[src/hdl/fbc_pkg.sv]
// Shared types and constants for the frustum box cull core.
// No dependencies; used by every module under hdl/.
`default_nettype none

package fbc_pkg;

    // Planes the core tests; the model caps this at eight slots.
    localparam int NUM_PLANES  = 6;
    localparam int PLANE_SLOTS = 8;
    localparam int PLANE_COUNT = (NUM_PLANES > PLANE_SLOTS) ? PLANE_SLOTS : NUM_PLANES;

    // Writable plane registers and the width of the register index.
    localparam int PLANE_REGS = 6;
    localparam int CFG_IDX_W  = $clog2(PLANE_REGS);

    localparam int COORD_W = 16;
    localparam int PROD_W  = 2 * COORD_W;
    // three products plus the shifted offset, with headroom
    localparam int SUM_W   = PROD_W + 2;
    localparam int Q_SHIFT = 14;

    typedef logic signed [COORD_W-1:0] coord_t;
    typedef logic signed [PROD_W-1:0]  prod_t;
    typedef logic signed [SUM_W-1:0]   sum_t;

    // Register layout: d in 63:48, nz 47:32, ny 31:16, nx 15:0.
    typedef struct packed {
        coord_t d;
        coord_t nz;
        coord_t ny;
        coord_t nx;
    } plane_t;

    typedef struct packed {
        coord_t z;
        coord_t y;
        coord_t x;
    } vec3_t;

    // Products of the normal with the positive and negative vertex.
    typedef struct packed {
        prod_t p_x;
        prod_t p_y;
        prod_t p_z;
        prod_t n_x;
        prod_t n_y;
        prod_t n_z;
    } plane_prod_t;

    typedef struct packed {
        logic p_neg;
        logic n_neg;
    } plane_flags_t;

    typedef enum logic [1:0] {
        VERDICT_OUTSIDE   = 2'd0,
        VERDICT_INTERSECT = 2'd1,
        VERDICT_INSIDE    = 2'd2
    } verdict_t;

endpackage

`default_nettype wire

[src/hdl/fbc_plane_mult.sv]
// Per-plane vertex selection and multiply stage of the cull pipeline.
// Depends on fbc_pkg.
`default_nettype none

module fbc_plane_mult (
    input  wire logic               clk,
    input  wire logic               en,
    input  wire fbc_pkg::plane_t    plane,
    input  wire logic               point,
    input  wire fbc_pkg::vec3_t     lo,
    input  wire fbc_pkg::vec3_t     hi,
    output fbc_pkg::plane_prod_t    prod_reg
);

    fbc_pkg::vec3_t       pv;
    fbc_pkg::vec3_t       nv;
    fbc_pkg::plane_prod_t prod_next;

    // Positive vertex: max where the normal is positive. Point mode uses min corner.
    always_comb
    begin
        pv.x = (!point && plane.nx > 0) ? hi.x : lo.x;
        pv.y = (!point && plane.ny > 0) ? hi.y : lo.y;
        pv.z = (!point && plane.nz > 0) ? hi.z : lo.z;
        nv.x = (plane.nx < 0) ? hi.x : lo.x;
        nv.y = (plane.ny < 0) ? hi.y : lo.y;
        nv.z = (plane.nz < 0) ? hi.z : lo.z;
        prod_next.p_x = fbc_pkg::prod_t'(plane.nx) * fbc_pkg::prod_t'(pv.x);
        prod_next.p_y = fbc_pkg::prod_t'(plane.ny) * fbc_pkg::prod_t'(pv.y);
        prod_next.p_z = fbc_pkg::prod_t'(plane.nz) * fbc_pkg::prod_t'(pv.z);
        prod_next.n_x = fbc_pkg::prod_t'(plane.nx) * fbc_pkg::prod_t'(nv.x);
        prod_next.n_y = fbc_pkg::prod_t'(plane.ny) * fbc_pkg::prod_t'(nv.y);
        prod_next.n_z = fbc_pkg::prod_t'(plane.nz) * fbc_pkg::prod_t'(nv.z);
    end

    always_ff @(posedge clk)
    begin
        if (en)
        begin
            prod_reg <= prod_next;
        end
    end

endmodule

`default_nettype wire

[config.mk]
export PLATFORM = sky130hd
export DESIGN_NAME = fbc_plane_mult
export DESIGN_NICKNAME = d
export VERILOG_FILES = /design/src/hdl/fbc_pkg.sv /design/src/hdl/fbc_plane_mult.sv
export SDC_FILE = /design/constraint.sdc
export NUM_CORES = 2
export LEC_CHECK = 0
export BUFFER_PORTS_ARGS = -buffer_cell sky130_fd_sc_hd__buf_4
export CAP_MARGIN = 20
export CORE_MARGIN = 3
export CORE_UTILIZATION = 65
export DETAILED_ROUTE_END_ITERATION = 10
export HOLD_SLACK_MARGIN = 0.02
export PLACE_DENSITY = 0.84
export SYNTH_ARGS = -nofsm -noshare
export SYNTH_HDL_FRONTEND = slang
export SYNTH_SLANG_ARGS = --single-unit
export TNS_END_PERCENT = 1
[constraint.sdc]
create_clock -name clk -period 9.85 [get_ports clk]
set_clock_uncertainty 0.05 [all_clocks]
set_input_delay 0.4925 -clock clk [delete_from_list [all_inputs] [get_ports clk]]
set_output_delay 0.4925 -clock clk [all_outputs]
set_load 0.02 [all_outputs]
==> results.md <==
- Grt total ovfl: 0
- DR vias: 47420
- Main flop type after synthesis: edfxtp_1
- Chip width: 325 um
- Critical path required time: 10.09 ns
- Fmax: 121 MHz
- DRC: 0
- Slowest stage cell, crit path: or4_1
- Fillers: 7404
- Crit-path max FO: 33
- CP most frequent cell: fa_1
- Final worst path period share: 83.8%
- Slew HR: 26.2%
- Warnings from Yosys: 0
- Setup crit end kind: flop
- Gpl congestion: 0.921
- Num Clock Sinks: 192
- Max reg flops: 192
- Setup_tns: 0 ns
- Post-synth top area cell: fa_1
- Hold Vio Cnt, Final: 0
- Die height: 325 um
- Crit path DAT: about 8.5 ns
- Tot GR Track Use: 31.1%
- Cell Area, Synth: around 66000 sq um
- Drt total wl: 155000 um
- Initial detailed-routing violation count: 3166
- Net Count, Synth: 9140
- Max cap viols: 0
- Core Util, Final: 70.0%
- Synth Area per Inst: 9.56 sq um
- Number of buffers and inverters on the critical path: 8
- Worst slew pin tran: 1.09 ns
- Startpoint class of the critical path: input pin
- IO buf count: about 340
- Top delay family on crit path: adder cells
- Core Region: 100000 sq um
- Number of global-route vias before repair: 53549
- Largest net degree at the start of global routing: between 90 and 100
- Worst-case clock buffer depth: 2
- Worst Path Class, Setup: in -> reg
- Final Setup Violations: 0
- # rows: roughly 120
- DP HPWL: 125000 um
- Via/cell ratio: 5.63
- Routed Antenna Nets: 0
- DR WL/cell: around 18 um
- Root Driver: clkbuf_16
- First-pass GRT wire length: 262000 um
- Post-CTS Hold Buffers: 0
- Die Area: 106000 sq um
- Post-Synthesis Cells: 6913
- Ports: 355
- Slowest cell delay on critical path: 0.55 ns
- Synthesis-stage register bit count: 192
- Post-synth EDFFs: 192
- DRT Pass-1 Iters: 6
- Ys async rst share: 0%
- Setup bufs post-CTS: 0
- Htree depth: 4
- Register area share after synthesis: 8.72%
- RSZ-0062 raised after global routing: false
- P&R area growth vs syn: 6.30%
- TritonCTS Buffers: 17
- Post-CTS Resized: 0
- Netlist cell types: 75
- Status: complete, no violations
- Worst min path class: in -> reg
- Nets: 9282
- Count of final max-slew check failures: 0
- CTS clock-pin slew for the worst setup and hold paths: around 0.10 ns
- Final Critical Period: between 8 and 9 ns
- CTS tree: done
- Share of cells above drive strength 1: 7.30%
- Initial antenna violation count: 1
- Register area: 5770 sq um
- Area contributors post-synth: fa_1 (48%), inv_1 (10%), ha_1 (9.3%)
- Synth top area share: 47.7%
- Multi-input logic area: 52500 sq um
- Initial Utilization: 65.8%
metrics by stage:
stage | hold WS (ns) | std cells | setup slack (ns) | cell area [sq um]
floorplan | 0.555 | 6913 | 1.89 | 66100
global placement | 0.870 | 8393 | 1.37 | 69700
detailed placement | 0.871 | 8393 | 1.17 | 69700
CTS | 0.456 | 8425 | 1.75 | 70300
global route | 0.492 | 8425 | 1.21 | 70300
finish | 0.461 | 8426 | 1.59 | 70300
cell usage after synthesis (all sizes together), types with 8 or more instances:
cell / number
inv: 1824
fa: 1575
nand2: 752
ha: 489
nor2b: 428
and2: 303
clkbuf: 242
edfxtp: 192
xnor2: 172
a21oi: 144
nor2: 120
a21o: 113
o21ai: 66
or2: 56
nand2b: 51
xor2: 39
mux2i: 28
nand3: 28
mux2: 27
o21a: 26
nor3: 25
and3: 20
o21bai: 19
a211oi: 16
buf: 16
nor4: 14
a31oi: 12
or3: 10
or4: 9
a21boi: 8
nand4: 8
o211ai: 8
layer usage:
metal  track usage [%]  wire, um  vias up
met1              39.1     57800    24290
met3              4.58     11000      520
met2              52.7     77400     2075
li1                  -         -    20535
met4              15.9      8610        0
met5                 0         0        -
cell families (layout without fill, tap and decap cells):
| family | after synthesis | in the layout | synth area share (%) |
|---|---|---|---|
| xor+xnor | 211 | 211 | 2.80 |
| other cells | 0 | 1 | 0 |
| buf+inv | 2083 | 2238 | 11.9 |
| fa+ha+maj | 2064 | 2064 | 57.0 |
| compound gates | 471 | 471 | 4.74 |
| simple gates | 1837 | 1837 | 14.1 |
| mux | 55 | 55 | 0.884 |
| flops | 192 | 192 | 8.72 |
area by class of cell:
class | count | area share (%)
Sequential cell | 192 | 8.21
Timing Repair Buffer | 381 | 4.08
Antenna cell | 1 | 0.00356
Multi-Input combinational cell | 4638 | 74.7
Inverter | 1825 | 9.75
Clock inverter | 14 | 0.208
Tap cell | 1357 | 2.42
Clock buffer | 18 | 0.611
cells in the final DEF (no fill, tap or decap), types with 19 or more instances in the layout:
cell type  synthesis  layout
fa_1            1575    1575
edfxtp_1         192     192
o21a_1            26      26
nand2_1          752     752
and2_1           303     303
xor2_1            39      39
ha_1             489     489
xnor2_1          172     172
buf_4              0     380
nand3_1           28      28
mux2i_1           28      27
inv_1           1824    1824
or2_2             56      56
o21ai_0           63      63
mux2_2            27      27
a21o_1           112     112
and3_1            20      20
nor3_1            25      25
a21oi_1          143     143
nand2b_1          51      51
nor2_1           120     120
o21bai_1          19      19
nor2b_1          428     428
path summary, 6_finish.rpt:
kind / start / slack [ns] / depth (start not counted) / end
worst min-delay path: en / 0.46 / 1 / prod_reg[128]$_DFFE_PP_
worst max-delay path: plane[23] / 1.59 / 29 / prod_reg[158]$_DFFE_PP_
Power is left out: the tool's default activity adds up to more than one toggle a clock period on the data nets, which glitch-free logic cannot reach.
