[src/hdl/fbc_pkg.sv]
// Shared types and constants for the frustum box cull core.
// No dependencies; used by every module under hdl/.
`default_nettype none

package fbc_pkg;

    // Planes the core tests; the model caps this at eight slots.
    localparam int NUM_PLANES  = 6;
    localparam int PLANE_SLOTS = 8;
    localparam int PLANE_COUNT = (NUM_PLANES > PLANE_SLOTS) ? PLANE_SLOTS : NUM_PLANES;

    // Writable plane registers and the width of the register index.
    localparam int PLANE_REGS = 6;
    localparam int CFG_IDX_W  = $clog2(PLANE_REGS);

    localparam int COORD_W = 16;
    localparam int PROD_W  = 2 * COORD_W;
    // three products plus the shifted offset, with headroom
    localparam int SUM_W   = PROD_W + 2;
    localparam int Q_SHIFT = 14;

    typedef logic signed [COORD_W-1:0] coord_t;
    typedef logic signed [PROD_W-1:0]  prod_t;
    typedef logic signed [SUM_W-1:0]   sum_t;

    // Register layout: d in 63:48, nz 47:32, ny 31:16, nx 15:0.
    typedef struct packed {
        coord_t d;
        coord_t nz;
        coord_t ny;
        coord_t nx;
    } plane_t;

    typedef struct packed {
        coord_t z;
        coord_t y;
        coord_t x;
    } vec3_t;

    // Products of the normal with the positive and negative vertex.
    typedef struct packed {
        prod_t p_x;
        prod_t p_y;
        prod_t p_z;
        prod_t n_x;
        prod_t n_y;
        prod_t n_z;
    } plane_prod_t;

    typedef struct packed {
        logic p_neg;
        logic n_neg;
    } plane_flags_t;

    typedef enum logic [1:0] {
        VERDICT_OUTSIDE   = 2'd0,
        VERDICT_INTERSECT = 2'd1,
        VERDICT_INSIDE    = 2'd2
    } verdict_t;

endpackage

`default_nettype wire

[src/hdl/fbc_plane_sum.sv]
// Per-plane distance sum and sign stage of the cull pipeline.
// Depends on fbc_pkg.
`default_nettype none

module fbc_plane_sum (
    input  wire logic                 clk,
    input  wire logic                 en,
    input  wire fbc_pkg::plane_prod_t prod,
    input  wire fbc_pkg::coord_t      d,
    output fbc_pkg::plane_flags_t     flags_reg
);

    fbc_pkg::sum_t         d_term;
    fbc_pkg::sum_t         p_dist;
    fbc_pkg::sum_t         n_dist;
    fbc_pkg::plane_flags_t flags_next;

    always_comb
    begin
        d_term = fbc_pkg::sum_t'(d) <<< fbc_pkg::Q_SHIFT;
        p_dist = fbc_pkg::sum_t'(prod.p_x) + fbc_pkg::sum_t'(prod.p_y)
               + fbc_pkg::sum_t'(prod.p_z) + d_term;
        n_dist = fbc_pkg::sum_t'(prod.n_x) + fbc_pkg::sum_t'(prod.n_y)
               + fbc_pkg::sum_t'(prod.n_z) + d_term;
        flags_next.p_neg = p_dist[fbc_pkg::SUM_W-1];
        flags_next.n_neg = n_dist[fbc_pkg::SUM_W-1];
    end

    always_ff @(posedge clk)
    begin
        if (en)
        begin
            flags_reg <= flags_next;
        end
    end

endmodule

`default_nettype wire

[config.mk]
export PLATFORM = sky130hd
export DESIGN_NAME = fbc_plane_sum
export DESIGN_NICKNAME = d
export VERILOG_FILES = /design/src/hdl/fbc_pkg.sv /design/src/hdl/fbc_plane_sum.sv
export SDC_FILE = /design/constraint.sdc
export NUM_CORES = 1
export LEC_CHECK = 0
export ABC_AREA = 0
export BUFFER_PORTS_ARGS = -buffer_cell sky130_fd_sc_hd__buf_2
export CAP_MARGIN = 20
export CORE_AREA = 2 2 107 109
export DETAILED_ROUTE_END_ITERATION = 8
export DIE_AREA = 0 0 109 111
export PLACE_DENSITY = 0.82
export SETUP_SLACK_MARGIN = 0.4
export SKIP_CTS_REPAIR_TIMING = 1
export SLEW_MARGIN = 30
export SYNTH_ARGS = -nofsm -noshare
export SYNTH_HDL_FRONTEND = slang
export SYNTH_SLANG_ARGS = --single-unit
[constraint.sdc]
create_clock -name clk -period 3.6 [get_ports clk]
set_clock_uncertainty 0.1 [all_clocks]
set_input_delay 0.9 -clock clk [delete_from_list [all_inputs] [get_ports clk]]
set_output_delay 0.9 -clock clk [all_outputs]
set_load 0.01 [all_outputs]
==> run_results.csv, run 1 <==
group,metric,value,unit
synthesis,postSynthCellCount,572,
die,io_pins,212,
synthesis,ys_types,23,
setup_path,cp_num_buf_inv,3,
synthesis,ys_seq_area_frac,0.01243,
clocking,h-tree-depth,1,
setup_path,crit_type,"input pin to register",
power_and_ir_drop,power_frac_seq,0.031,
synthesis,synthXorXnorAreaFrac,0.007248,
synthesis,mappedNetlistNets,968,
clocking,clk_pin_slew,0.03,ns
final_layout,seqCellArea,60.06,µm²
drt,wire_per_inst,11.85,µm
setup_path,cp_slowest_cell,"fa_1",
synthesis,synth_flop_cell,"edfxtp_1",
drt,vias,4128,
global_route,grt_pass1_wl,17930,µm
sta,max_slew_margin,0.7839,
worst_hold_path,hold_class,"input pin to register",
drt,wirelength,11110,µm
job,drv_cap,0,
setup_path,critPathMaxFanout,3,
sta,min_period,3.347,ns
synthesis,synth_area_leaders,"fa_1 41%, inv_1 22%, ha_1 22%",
drt,route.met3.wl,837,µm
clocking,cts_tree,"yes",
synthesis,yosys-mux-area-fraction,0,
clocking,clock_sink_count,2,
synthesis,yosys_warnings,0,
place,io_buffers,211,
setup_path,critPathTopFamily,"adder cells",
die,die-area,12100,µm²
power_and_ir_drop,pwr-share-clk,0.097,
drt,met2WireLength,5947,µm
drt,drt_first_pass_iters,4,
setup_path,startpoint_type,"input pin",
drt,postRouteAntennaNets,0,
sta,setup_violations,0,
setup_path,crit_chain,"buf_2 -> inv_1 -> fa_1 -> inv_1 -> fa_1 -> ha_4 -> and4_4 -> a221oi_2 -> o21ai_1 -> a31oi_1 -> xnor2_1",
clocking,cts_max_path_buffers,2,
power_and_ir_drop,p_switching,792.3,µW
setup_path,endpoint_kind,"register",
global_route,grt_max_degree,8,
synthesis,synth_area,4833,µm²
setup_path,max_stage_delay,0.54,ns
place,place_congestion,0.7875,
synthesis,async_reset_ff_frac,0,
power_and_ir_drop,power_leakage,0.004080,µW
sta,slew_viol_final,0,
power_and_ir_drop,intPower,922.0,µW
clocking,cts_root_buf,"clkbuf_16",
final_layout,largest_reg_flops,2,
synthesis,synth_edf_count,2,
final_layout,syn_to_final_growth,36.55,%
final_layout,drive_gt1_frac,0.3539,
sta,fin_crit_sh,0.9296,
synthesis,yosysTopAreaCell,"fa_1",
synthesis,synth_most_common_cell,"inv_1",
power_and_ir_drop,irDropWorstVdd,0.1337,mV
sta,rsz0062_at_grt,"yes",
synthesis,synth.avg_cell_area,8.450,µm²
final_layout,multi_input_area,4069,µm²
drt,top_layer_used,"met4",
synthesis,synth_top_area_share,0.4142,
sta,tightest_slew,0.3242,ns
power_and_ir_drop,power_frac_comb,0.872,
synthesis,synth_compound_area_frac,0.06032,
final_layout,antenna_cells,0,
setup_path,cp_data_arrival_time,3.21,ns
power_and_ir_drop,switching_share,0.4622,
die,die_w,109,µm
drt,drtIter0Drc,80,
sta,whs,0.8330,ns
sta,fmax,298.8,MHz
synthesis,synth-seq-cells,2,
final_layout,nets,1192,
drt,met1_length,4168,µm
global_route,grt.overflow.total,0,
place,place_hpwl,10570,µm
sta,hold_viol_final,0,
setup_path,cp.required,3.46,ns
clocking,cts_buffers,3,
die,initial_core_util,0.4363,
global_route,antenna_found_initial,0,
synthesis,synthAdderAreaFrac,0.6368,
drt,routed_via_density,4.406,
global_route,first_global_vias,4290,
power_and_ir_drop,power_density,259.7,nW/µm²
global_route,grtUsageTotal,0.1852,
die,fp.coreArea,11080,µm²
synthesis,synth_top_family_by_area,"adder cells",
sta,fin_setup_tns,0,ns
outcome,outcome,"completed",
die,placementRows,39,
synthesis,synth-simple-area-share,0.05954,
synthesis,synth_common_cells,"288 x inv_1, 100 x fa_1, 86 x ha_1",
drt,drc,0,
final_layout,filler_cell_count,945,
die,dieHeight,111,µm
final timing paths:
path,depth (start not counted),slack [ns],from,end
hold / removal,1,0.83,en,flags_reg[0]
setup / recovery,11,0.25,prod[111],flags_reg[1]
layer usage:
metal  vias up  global-route usage
li1       2069                   -
met1      1895              0.2121
met2       156              0.3631
met3         8             0.01529
met4         0             0.03932
met5         -                   0
stage by stage:
stage          total power [µW]  cells  instance area, µm²  utilization  setup WS, ns
6_report                   1714    937                6600       0.5958        0.2533
5_1_grt                    1945    937                6600       0.5958        0.1180
4_1_cts                    1501    934                6264       0.5655        0.1193
3_5_place_dp               1324    931                6188       0.5587       -0.1067
3_3_place_gp               1278    931                6188       0.5587      -0.09134
2_1_floorplan             918.5    572                4916            -        0.2276
placed cells by master, fill, tap and decap left out, types with 3 or more instances in the layout:
master and n:
inv_1 279, buf_2 209, fa_1 98, ha_1 64
ha_4 22, nand2_1 16, a21oi_1 16, a21oi_2 10
o21ai_1 9, inv_2 8, buf_4 8, and4_1 6
nand3_1 6, nand4_4 4, nor2_1 4, a221oi_2 3
clkbuf_16 3
power by group through the flow:
stage,Sequential (µW),Combinational [µW],Clock (µW)
finish,52.9,1500,166
floorplan,54.7,864,0
global placement,55.0,1220,0
global route,54.1,1720,171
detailed placement,54.4,1270,0
CTS,54.2,1280,169
cell families (layout without fill, tap and decap cells):
family / count (synthesis) / count (layout)
buffers and inverters: 288 / 510
adders and majority gates: 186 / 186
AOI/OAI and AO/OA: 48 / 48
and+or+nand+nor: 44 / 44
xor gates and xnor gates: 4 / 4
DFF: 2 / 2
layout make-up:
class                   instances  share of cell area
inverters                     288              0.1649
clock buffers                   3             0.01137
multi-input cells             282              0.6165
flip-flops and latches          2            0.009100
repair buffers                219              0.1710
well taps                     143             0.02711
(Power assumes the default switching activity.)
==> inputs of run 2 (changes only) <==
--- a/config.mk
+++ b/config.mk
@@ -8,12 +8,12 @@
 export ABC_AREA = 0
 export BUFFER_PORTS_ARGS = -buffer_cell sky130_fd_sc_hd__buf_2
 export CAP_MARGIN = 20
-export CORE_AREA = 2 2 107 109
+export CORE_AREA = 2 2 98 100
+export CTS_BUF_LIST = sky130_fd_sc_hd__clkbuf_4 sky130_fd_sc_hd__clkbuf_8
 export DETAILED_ROUTE_END_ITERATION = 8
-export DIE_AREA = 0 0 109 111
-export PLACE_DENSITY = 0.82
+export DIE_AREA = 0 0 100 102
+export PLACE_DENSITY = 0.92
 export SETUP_SLACK_MARGIN = 0.4
-export SKIP_CTS_REPAIR_TIMING = 1
 export SLEW_MARGIN = 30
 export SYNTH_ARGS = -nofsm -noshare
 export SYNTH_HDL_FRONTEND = slang
==> constraint.sdc (replaced) <==
create_clock -name clk -period 4.1 [get_ports clk]
set_clock_uncertainty 0.1 [all_clocks]
set_input_delay 1.025 -clock clk [delete_from_list [all_inputs] [get_ports clk]]
set_output_delay 1.025 -clock clk [all_outputs]
set_load 0.01 [all_outputs]
==> run 2 against run 1 <==
Sequential share of layout area grew 0.065 points. Final cell count shrank 4.3%. Largest power group unchanged. Critical endpoint unchanged. Critical path type unchanged. Global-route usage grew 2.7 points. Largest cell class unchanged. Non-clock buffer count shrank 8. Combinational power shrank 27%.
==> run_results.csv, run 2 (synthesis gave the netlist of run 1 again) <==
group,metric,value,unit
setup_path,critPathMaxFanout,2,
power_and_ir_drop,power,1218,µW
drt,drtIter0Drc,38,
final_layout,final_cell_mix,"288 x inv_1, 211 x buf_2, 100 x fa_1",
setup_path,startpoint_type,"input pin",
power_and_ir_drop,intPower,608.0,µW
final_layout,syn_to_final_growth,27.41,%
setup_path,endpoint_kind,"register",
place,place_congestion,0.8636,
drt,drc,0,
clocking,cts_root_buf,"clkbuf_8",
clocking,cts_tree,"yes",
outcome,outcome,"completed",
drt,wirelength,10550,µm
final_layout,seqCellArea,60.06,µm²
power_and_ir_drop,power_leakage,0.004028,µW
die,dieHeight,102,µm
place,numPlacedInstances,894,
die,fp.coreArea,9109,µm²
setup_path,crit_chain,"buf_2 -> inv_1 -> fa_1 -> inv_1 -> fa_1 -> ha_1 -> and4_1 -> a221oi_2 -> o21ai_1 -> a31oi_1 -> xnor2_1",
setup_path,cp_data_arrival_time,3.43,ns
clocking,clock_sink_count,2,
sta,slew_viol_final,0,
die,die_w,100,µm
sta,fin_setup_tns,0,ns
clocking,cts_resized,0,
place,place_hpwl,10220,µm
setup_path,cp_slowest_cell,"fa_1",
final_layout,layout_commonest_cell,"inv_1",
drt,vias,4118,
place,place_ws,0.2254,ns
global_route,grt_pass1_wl,17460,µm
clocking,clk_pin_slew,0.03,ns
power_and_ir_drop,power_density,197.8,nW/µm²
setup_path,crit_type,"input pin to register",
sta,max_slew_margin,0.7946,
power_and_ir_drop,irDropWorstVdd,0.1377,mV
global_route,first_global_vias,4247,
power_and_ir_drop,p_switching,609.9,µW
power_and_ir_drop,power_frac_comb,0.902,
die,placementRows,35,
power_and_ir_drop,switching_share,0.5007,
die,io_pins,212,
final_layout,antenna_cells,0,
final_layout,nets,1184,
clocking,h-tree-depth,1,
die,initial_core_util,0.5306,
sta,whs,0.9552,ns
final_layout,drive_gt1_frac,0.2952,
final_layout,instances_no_fill,897,
drt,routed_via_density,4.591,
final_layout,filler_cell_count,691,
global_route,grt_max_degree,8,
power_and_ir_drop,pwr-share-clk,0.063,
final_layout,largest_reg_flops,2,
sta,min_period,3.578,ns
setup_path,max_stage_delay,0.53,ns
global_route,grt.overflow.total,0,
global_route,antenna_found_initial,0,
clocking,cts_hold_buf,0,
die,die-area,10200,µm²
sta,fin_crit_sh,0.8728,
place,io_buffers,211,
clocking,cts_setup_buffers,0,
sta,hold_viol_final,0,
drt,wire_per_inst,11.76,µm
final_layout,multi_input_area,3781,µm²
clocking,cts_buffers,3,
drt,postRouteAntennaNets,0,
clocking,cts_max_path_buffers,2,
worst_hold_path,hold_class,"input pin to register",
sta,tightest_slew,0.3080,ns
global_route,grtUsageTotal,0.2127,
sta,setup_violations,0,
power_and_ir_drop,power_frac_seq,0.036,
job,drv_cap,0,
sta,layout_setup_ws,0.5217,ns
drt,drt_first_pass_iters,4,
sta,fmax,279.5,MHz
sta,rsz0062_at_grt,"no",
setup_path,cp.required,3.95,ns
run 2: cell count changes in the layout (fill, tap and decap cells not counted), moves of 3 or more:
| cell | change |
|---|---|
| clkbuf_16 | -3 |
| inv_2 | -8 |
| inv_1 | +9 |
| buf_4 | -8 |
| clkbuf_8 | +3 |
| ha_1 | +18 |
| a21oi_2 | -9 |
| ha_4 | -18 |
| a21oi_1 | +9 |
run 2: per-layer routing:
layer  part of all wire  GRT usage  wire length [µm]
met1               0.37     0.2361              3855
met2               0.56     0.4366              5875
met3              0.065    0.02326               688
met4              0.012    0.04110               126
met5                  0          0                 0
run 2: final cells by class:
class	count	share of cell area
Multi-Input combinational cell	282	0.6140
Inverter	288	0.1755
Tap cell	111	0.02255
Clock buffer	3	0.006705
Timing Repair Buffer	211	0.1715
Sequential cell	2	0.009752
run 2: per-stage QoR:
step                      utilization  instance area, µm²
final                          0.6761                6158
after global routing           0.6761                6158
after CTS                      0.6663                6070
after detailed placement       0.6618                6028
after global placement         0.6618                6028
after floorplan                     -                4833
run 2: path summary, 6_finish.rpt:
path / from / end / slack (ns) / cells after the start
max: prod[110] / flags_reg[1] / 0.52 / 11
min: en / flags_reg[0] / 0.96 / 1
run 2: critical path: cells and delay by family:
kind | cells | cell delay, ns
fa+ha+maj | 3 | 1.30
compound gates | 3 | 0.58
simple gates | 1 | 0.22
buf+inv | 3 | 0.20
xor+xnor | 1 | 0.09
run 2: power by group through the flow:
stage          clock (µW)  combinational [µW]  sequential [µW]
2_1_floorplan           0                 723             48.1
3_3_place_gp            0                1010             44.2
3_5_place_dp            0                1050             44.8
4_1_cts              76.8                1060             44.6
5_1_grt              79.4                1280             44.0
6_report             76.2                1100             43.7
==> inputs of run 3 (changes only) <==
--- a/config.mk
+++ b/config.mk
@@ -8,11 +8,11 @@
 export ABC_AREA = 0
 export BUFFER_PORTS_ARGS = -buffer_cell sky130_fd_sc_hd__buf_2
 export CAP_MARGIN = 20
-export CORE_AREA = 2 2 98 100
+export CORE_AREA = 2 2 101 103
 export CTS_BUF_LIST = sky130_fd_sc_hd__clkbuf_4 sky130_fd_sc_hd__clkbuf_8
 export DETAILED_ROUTE_END_ITERATION = 8
-export DIE_AREA = 0 0 100 102
-export PLACE_DENSITY = 0.92
+export DIE_AREA = 0 0 103 105
+export PLACE_DENSITY = 0.88
 export SETUP_SLACK_MARGIN = 0.4
 export SLEW_MARGIN = 30
 export SYNTH_ARGS = -nofsm -noshare
==> constraint.sdc (replaced) <==
create_clock -name clk -period 4.05 [get_ports clk]
set_clock_uncertainty 0.1 [all_clocks]
set_input_delay 1.0125 -clock clk [delete_from_list [all_inputs] [get_ports clk]]
set_output_delay 1.0125 -clock clk [all_outputs]
set_load 0.01 [all_outputs]
==> run 3 against run 2 <==
Core utilization decreased by 2.9 points. Final area increased by 1.4%. Final cell count increased by 2.7%. Flip-flop and latch count unchanged. Critical endpoint is now flags_reg[0]. Largest cell class unchanged. Clock-buffer cell count unchanged.
==> run_results.csv, run 3 (synthesis gave the netlist of run 1 again) <==
group,metric,value,unit
outcome,outcome,"completed",
sta,slew_viol_final,0,
sta,hold_viol_final,0,
final_layout,layout_commonest_cell,"inv_1",
clocking,clock_sink_count,2,
die,io_pins,212,
power_and_ir_drop,power_frac_comb,0.902,
setup_path,cp.depth,11,
power_and_ir_drop,p_switching,636.6,µW
global_route,grt.busiest_layer,"met2",
die,placementRows,36,
final_layout,final_cell_mix,"287 x inv_1, 211 x buf_2, 100 x fa_1",
setup_path,crit_end,"flags_reg[0]",
sta,fin_setup_tns,0,ns
die,die-area,10820,µm²
final_layout,nets,1185,
power_and_ir_drop,pwr-share-clk,0.061,
drt,drtIter0Drc,63,
clocking,clk_pin_slew,0.03,ns
die,fp.coreArea,9639,µm²
sta,min_period,3.549,ns
setup_path,cp_data_arrival_time,3.40,ns
setup_path,max_stage_delay,0.54,ns
final_layout,drive_gt1_frac,0.2999,
setup_path,crit_type,"input pin to register",
setup_path,cp.required,3.90,ns
drt,vias,4098,
drt,drc,0,
clocking,cts_tree,"yes",
final_layout,utilization,0.6476,
place,numPlacedInstances,916,
sta,layout_setup_ws,0.5011,ns
die,initial_core_util,0.5014,
worst_hold_path,hold_class,"input pin to register",
place,io_buffers,211,
power_and_ir_drop,power_leakage,0.004032,µW
place,place_hpwl,10290,µm
power_and_ir_drop,switching_share,0.4988,
die,die_w,103,µm
setup_path,startpoint_type,"input pin",
global_route,use_met1,0.2122,
setup_path,endpoint_kind,"register",
clocking,cts_max_path_buffers,2,
place,place_congestion,0.7714,
global_route,grt.overflow.total,0,
final_layout,multi_input_area,3827,µm²
die,dieHeight,105,µm
place,place_ws,0.1966,ns
global_route,grt_max_degree,8,
global_route,first_global_vias,4456,
final_layout,instances_no_fill,921,
clocking,h-tree-depth,1,
job,drv_cap,0,
setup_path,cp_num_buf_inv,3,
drt,drt_first_pass_iters,4,
global_route,met2_usage,0.4091,
final_layout,fin_area,6242,µm²
setup_path,critPathTopFamily,"adder cells",
worst_hold_path,hp-start,"en",
drt,routed_via_density,4.450,
sta,fin_crit_sh,0.8763,
setup_path,critical_path.startpoint,"prod[15]",
setup_path,critPathMaxFanout,3,
sta,setup_violations,0,
power_and_ir_drop,irDropWorstVdd,0.1439,mV
sta,max_slew_margin,0.7713,
drt,wire_per_inst,11.70,µm
global_route,antenna_found_initial,2,
sta,tightest_slew,0.3394,ns
sta,fmax,281.8,MHz
power_and_ir_drop,intPower,639.7,µW
place,post_dp_cell_area,6056,µm²
clocking,cts_root_buf,"clkbuf_8",
setup_path,cp_slowest_cell,"fa_1",
final_layout,filler_cell_count,798,
power_and_ir_drop,power_frac_seq,0.038,
power_and_ir_drop,power_density,204.5,nW/µm²
sta,rsz0062_at_grt,"no",
drt,wirelength,10770,µm
setup_path,crit_chain,"buf_2 -> inv_1 -> fa_1 -> inv_1 -> fa_1 -> ha_1 -> and4_1 -> a221oi_2 -> o21ai_1 -> a31oi_1 -> xnor2_1",
final_layout,seqCellArea,60.06,µm²
clocking,cts_buffers,3,
global_route,grtUsageTotal,0.2025,
drt,postRouteAntennaNets,0,
global_route,grtUsageMet3,0.03010,
final_layout,syn_to_final_growth,29.15,%
final_layout,largest_reg_flops,2,
global_route,grt_pass1_wl,17470,µm
-- run 3: cell count changes in the layout (fill, tap and decap cells not counted), sizes merged --
cell and change:
diode +1, buf +1
-- run 3: power by group through the flow --
stage                     sequential [µW]  clock, µW  combinational (µW)
final                                48.0       77.4                1150
after global routing                 48.1       81.8                1340
after CTS                            47.1       79.2                1070
after detailed placement             47.3          0                1070
after global placement               47.2          0                1020
after floorplan                      48.7          0                 732
-- run 3: layout make-up --
type                            count  share of cell area
Timing Repair Buffer              212              0.1704
Antenna cell                        1           0.0004009
Clock buffer                        3            0.006615
Inverter                          288              0.1732
Tap cell                          133             0.02666
Sequential cell                     2            0.009621
Multi-Input combinational cell    282              0.6131
-- run 3: metal layers --
metal	wire length (µm)	vias up
met5	26	-
met4	132	4
met3	808	12
met2	5921	138
met1	3884	1893
li1	-	2051
-- run 3: how the worst min path moves through the flow --
stage	endpoint	slack [ns]	cells past startpoint
CTS	flags_reg[0]	0.95	1
detailed placement	flags_reg[0]	1.17	1
floorplan	flags_reg[0]	1.03	0
global route	flags_reg[0]	0.95	1
global placement	flags_reg[0]	1.16	1
finish	flags_reg[0]	0.95	1
-- run 3: metrics by stage --
step / power [µW] / hold WS (ns)
2_1_floorplan: 780.2 / 1.025
3_3_place_gp: 1066 / 1.162
3_5_place_dp: 1113 / 1.167
4_1_cts: 1201 / 0.9508
5_1_grt: 1466 / 0.9536
6_report: 1276 / 0.9457
-- run 3: timing repair --
item,4_1_cts,5_1_grt
hold buffers,0,0
setup endpoints to repair,1,2
pin swaps,1,13
gates resized for setup,0,18
setup buffers,0,1
